**config.mk**
```make
export PLATFORM = sky130hd
export DESIGN_NAME = twt_ctrl
export DESIGN_NICKNAME = d
export VERILOG_FILES = /design/src/hw/rtl/twt_pkg.sv /design/src/hw/rtl/twt_ctrl.sv
export SDC_FILE = /design/constraint.sdc
export NUM_CORES = 1
export LEC_CHECK = 0
export ABC_AREA = 1
export ABC_CLOCK_PERIOD_IN_PS = 1400
export BUFFER_PORTS_ARGS = -buffer_cell sky130_fd_sc_hd__buf_2
export CAP_MARGIN = 25
export CORE_AREA = 2 2 39 41
export DETAILED_ROUTE_END_ITERATION = 10
export DIE_AREA = 0 0 41 43
export GPL_TIMING_DRIVEN = 0
export SYNTH_ARGS = -nofsm -noshare
export SYNTH_HDL_FRONTEND = slang
export SYNTH_SLANG_ARGS = --single-unit
```
**constraint.sdc**
```tcl
create_clock -name clk -period 1.4 [get_ports clk]
set_clock_uncertainty 0.05 [all_clocks]
set_input_delay 0.14 -clock clk [delete_from_list [all_inputs] [get_ports clk]]
set_output_delay 0.14 -clock clk [all_outputs]
set_load 0.01 [all_outputs]
```
**src/hw/rtl/twt_pkg.sv**
```systemverilog
// ----------------------------------------------------------------------------
// twt_pkg
// Shared constants, word types and controller/datapath signal groups for the
// trapped water total block.
// ----------------------------------------------------------------------------
`timescale 1ns / 1ps
`default_nettype none

package twt_pkg;

	localparam int MAX_COLUMNS = 1024;
	localparam int HEIGHT_BITS = 16;

	localparam int IN_HEIGHT_BITS = 16;
	localparam int TOTAL_BITS     = 26;

	localparam int ADDR_BITS  = (MAX_COLUMNS > 1) ? $clog2(MAX_COLUMNS) : 1;
	localparam int COUNT_BITS = $clog2(MAX_COLUMNS + 1);

	// accumulator holds the worst case sum and at least one bit past the output
	localparam int SUM_RAW_BITS = ADDR_BITS + HEIGHT_BITS + 1;
	localparam int SUM_BITS     = (SUM_RAW_BITS > TOTAL_BITS) ? SUM_RAW_BITS : TOTAL_BITS + 1;

	localparam int RAM_WIDTH = 2 * HEIGHT_BITS;

	typedef struct packed {
		logic [IN_HEIGHT_BITS-1:0] height;
		logic                      last;
	} in_word_t;

	typedef struct packed {
		logic [TOTAL_BITS-1:0] total_water;
		logic                  overflow;
	} out_word_t;

	typedef struct packed {
		logic load;    // take the accepted column
		logic scan_rd; // issue one backward read
		logic finish;  // publish the total and clear the sequence
	} twt_cmd_t;

	typedef struct packed {
		logic ptr_zero; // no stored column left to read
		logic busy;     // a read or an add is still in flight
		logic out_free; // output register can take a word this cycle
	} twt_status_t;

	function automatic logic [HEIGHT_BITS-1:0] mask_height(input logic [IN_HEIGHT_BITS-1:0] h);
		logic [HEIGHT_BITS+IN_HEIGHT_BITS-1:0] wide;
		wide = {{HEIGHT_BITS{1'b0}}, h};
		return wide[HEIGHT_BITS-1:0];
	endfunction

endpackage

`default_nettype wire

```
**src/hw/rtl/twt_ctrl.sv**
```systemverilog
// ----------------------------------------------------------------------------
// twt_ctrl
// Sequencer: loads columns, runs the backward pass, then hands the total to
// the output register and restarts.
// ----------------------------------------------------------------------------
`timescale 1ns / 1ps
`default_nettype none

module twt_ctrl (
	input  wire logic                  clk,
	input  wire logic                  arst_n,
	input  wire logic                  item_valid,
	input  wire logic                  item_last,
	output logic                       item_stall,
	output twt_pkg::twt_cmd_t          cmd,
	input  wire twt_pkg::twt_status_t  status
);

	localparam logic [1:0] ST_LOAD = 2'd0;
	localparam logic [1:0] ST_SCAN = 2'd1;
	localparam logic [1:0] ST_DONE = 2'd2;

	logic [1:0] state_q;
	logic [1:0] state_d;
	logic       take;

	assign item_stall = (state_q != ST_LOAD);
	assign take       = item_valid && !item_stall;

	always_comb begin
		state_d     = state_q;
		cmd.load    = 1'b0;
		cmd.scan_rd = 1'b0;
		cmd.finish  = 1'b0;
		case (state_q)
			ST_LOAD: begin
				if (take) begin
					cmd.load = 1'b1;
					if (item_last) begin
						state_d = ST_SCAN;
					end
				end
			end
			ST_SCAN: begin
				if (!status.ptr_zero) begin
					cmd.scan_rd = 1'b1;
				end else if (!status.busy) begin
					state_d = ST_DONE;
				end
			end
			ST_DONE: begin
				// wait for room in the output register
				if (status.out_free) begin
					cmd.finish = 1'b1;
					state_d    = ST_LOAD;
				end
			end
			default: begin
				state_d = ST_LOAD;
			end
		endcase
	end

	always_ff @(posedge clk or negedge arst_n) begin
		if (!arst_n) begin
			state_q <= ST_LOAD;
		end else begin
			state_q <= state_d;
		end
	end

endmodule

`default_nettype wire

```
==> flow_summary_export.csv <==
group,metric,value,unit
run_status,outcome,"finished, final reports clean",
sta,report.final.setup_viol,0,
synth,syn_avg_cell_area,5.97,µm²
sta,highest_clock_frequency_the_design_can_meet,801,MHz
drt,detail_route.wl_per_cell,6.46,µm
run,cap_viol_max_count,0,
drt,dr_wl_met2,139,µm
pwr,power.clock.fraction,0.295,
clocking,cts_made_buffers,3,
layout,largest_register_ff_count,2,
clocking,postCtsSetupRepairBufs,0,
layout,count_of_fill_cells_added_during_filler_insertion,164,
layout,multi_input_gate_area,61.3,µm²
floorplan,core-area,0.00138,mm²
clocking,cts_buffer_depth,2,
synth,compound_cell_area_share_of_the_yosys_netlist,0.0762,
drt,wl_met1,145,µm
critical_path,worstSetupEndpointType,"output port",
pwr,power.internal,0.262,mW
critical_path,worstPathArrival,1.06,ns
critical_path,cpMaxStageDelayCell,"sky130_fd_sc_hd__dfrtp_1",
global_routing,grt_pass1_vias,156,
synth,largest_family_of_logic_cells_by_synthesized_area,"simple AND/OR/NAND/NOR gates",
clocking,clk_latency,0.23,ns
layout,layout_commonest_cell,"sky130_fd_sc_hd__buf_2",
placed_design,io_buffer_count,10,
pwr,total_power,0.441,mW
layout,syn_to_final_growth,80.0,%
synth,synth.ff_latch_count,2,
floorplan,floorplan.initialDensity,0.0949,
synth,synth_nets,29,
pwr,static-leakage-power,0.146,nW
pwr,comb_power_share,0.460,
sta,max_slew_margin,0.894,
clocking,cts-htree-levels,1,
global_routing,pin_count_of_the_biggest_net_entering_global_routing,6,
critical_path,endpoint_of_the_worst_register_to_register_path,"state_q[1]$_DFFE_PN0P_",
sta,drv_slew,0,
critical_path,setup.worst_path.start_class,"register",
critical_path,worst_r2r_path_depth,6,
layout,reg.largest.list,"state_q: 2 flops",
synth,synthAdderAreaFrac,0,
hold_path,holdPathStages,3,
floorplan,die_width,41,µm
synth,synthesis.yosys.warnings,0,
pwr,power_density,1860,mW/mm²
critical_path,largest_delay_share_family_worst_path,"flip-flops",
drt,highest_layer,"met4",
synth,simple_gate_portion_of_the_synthesized_area,0.371,
drt,vias,170,
synth,synthesis.area,131,µm²
critical_path,regToRegSetupSlack,0.43,ns
sta,grt_setup_unrepaired,"no",
drt,route.final.wire_length,336,µm
hold_path,min_from,"status[1]",
floorplan,std_cell_rows,14,
pwr,switching_power,0.178,mW
global_routing,initial_antenna_violation_count,0,
critical_path,critPathRequiredTime,1.21,ns
layout,final_cell_mix,"sky130_fd_sc_hd__buf_2, sky130_fd_sc_hd__inv_1, sky130_fd_sc_hd__nand2_1",
drt,drc,0,
synth,synth_sequential_area_ratio,0.381,
critical_path,timing.critical_path.slowest_cell_delay,0.41,ns
synth,synth_cells,22,
critical_path,crit_chain,"nor2_2 -> inv_1 -> nor2_1 -> buf_2",
synth,post_synth_num_cell_types,7,
layout,final-seq-area,50.0,µm²
drt,detailedRoute.firstPassIterationCount,3,
synth,muxShareOfSynthArea,0,
clocking,worst_setup_hold_path_clk_slew,0.03,ns
floorplan,full_die_area,0.00176,mm²
drt,met3RoutedLength,35,µm
drt,vias_per_cell,3.27,
placed_design,globalplace.congestion,0.560,
global_routing,grt_overflow,0,
pwr,power.share.switching,0.405,
floorplan,chipHeight,43,µm
hold_path,min-delay-path-class,"input port to register",
pwr,seq_power_share,0.246,
critical_path,rr_startpoint,"state_q[1]$_DFFE_PN0P_",
sta,setup-tns-final,0,ns
sta,final.min_clock_period,1.25,ns
drt,ant_nets,0,
global_routing,global_route.usage.total,0.0552,
pwr,worst_ir_drop_vdd,0.493,mV
layout,largest_register,"state_q",
clocking,tritoncts_num_sinks,2,
drt,drt_iter0_markers,3,
critical_path,timing.critical_path.buf_inv,2,
layout,diode_insertion_count_for_antenna_repair,0,
hold_path,hold-path-endpoint,"state_q[0]$_DFFE_PN0P_",
sta,slew_of_the_pin_with_the_lowest_slew_margin,0.159,ns
clocking,cts_tree,"yes",
sta,report.final.hold_viol_count,0,
layout,nNetsFinal,45,
clocking,root_buffer,"sky130_fd_sc_hd__clkbuf_4",
floorplan,ioPinCount,11,
layout,drive_above_1_share,0.389,
placed_design,detailedPlacementHpwl,270,µm
synth,synth_xor_area_frac,0,
sta,finalCritPeriodShare,0.891,
global_routing,grt_first_pass_wirelength,552,µm
critical_path,crit_path_max_fanout,5,
critical_path,critPathKind,"register to output port",
-- synthesized netlist by cell type --
master / number / area share
sky130_fd_sc_hd__dfrtp_1: 2 / 0.38
sky130_fd_sc_hd__nor3_1: 1 / 0.038
sky130_fd_sc_hd__nand3_1: 2 / 0.076
sky130_fd_sc_hd__nor2_1: 4 / 0.11
sky130_fd_sc_hd__nand2_1: 5 / 0.14
sky130_fd_sc_hd__inv_1: 6 / 0.17
sky130_fd_sc_hd__o21ai_1: 2 / 0.076
-- worst min-delay path: stages --
cell and delay (ns):
sky130_fd_sc_hd__buf_2 0.08, sky130_fd_sc_hd__o21ai_1 0.06, sky130_fd_sc_hd__o21ai_1 0.07
-- metal layers --
layer | vias to the layer above | global-route usage
met5 | - | 0
met4 | 0 | 0.0800
met3 | 2 | 0.0314
met2 | 10 | 0.0594
met1 | 64 | 0.0579
li1 | 94 | -
-- power groups by stage --
stage | Combinational, mW | Sequential [mW] | Clock, mW
2_1_floorplan | 0.136 | 0.101 | 0
3_3_place_gp | 0.196 | 0.104 | 0
3_5_place_dp | 0.200 | 0.105 | 0
4_1_cts | 0.204 | 0.104 | 0.136
5_1_grt | 0.239 | 0.115 | 0.149
6_report | 0.203 | 0.108 | 0.130
-- stage by stage --
step,std cells,hold WS [ns],util,setup slack [ns],instance area [µm²]
after floorplan,22,-0.206,-,0.429,131
after global placement,48,-0.125,0.146,0.384,201
after detailed placement,48,-0.124,0.146,0.347,201
after CTS,52,0.114,0.169,0.0968,234
after global routing,52,0.130,0.171,0.0316,236
final,52,0.113,0.171,0.152,236
-- cell families after synthesis --
logic type             after synthesis
AOI/OAI and AO/OA                    2
buffers and inverters                6
DFF                                  2
and+or+nand+nor                     12
-- worst max path at each step --
| stage | start | to | slack (ns) | depth (start not counted) |
|---|---|---|---|---|
| after floorplan | state_q[1]$_DFFE_PN0P_ | cmd[2] | 0.43 | 3 |
| after global placement | state_q[1]$_DFFE_PN0P_ | cmd[2] | 0.38 | 4 |
| after detailed placement | state_q[1]$_DFFE_PN0P_ | cmd[2] | 0.35 | 4 |
| after CTS | state_q[1]$_DFFE_PN0P_ | cmd[2] | 0.1 | 4 |
| after global routing | state_q[1]$_DFFE_PN0P_ | cmd[2] | 0.03 | 4 |
| final | state_q[1]$_DFFE_PN0P_ | cmd[2] | 0.15 | 4 |
-- final cells by class --
type | instances | share of cell area
tap | 16 | 0.0847
multi-input combinational | 14 | 0.259
timing repair buffer | 11 | 0.254
clock buffer | 3 | 0.0952
inverter | 6 | 0.0952
sequential | 2 | 0.212
-- timing repair --
item	in CTS	in global routing
hold endpoints to repair	2	0
hold buffers	1	0
setup endpoints to repair	0	1
resized for setup	0	1
(Power assumes the default switching activity.)
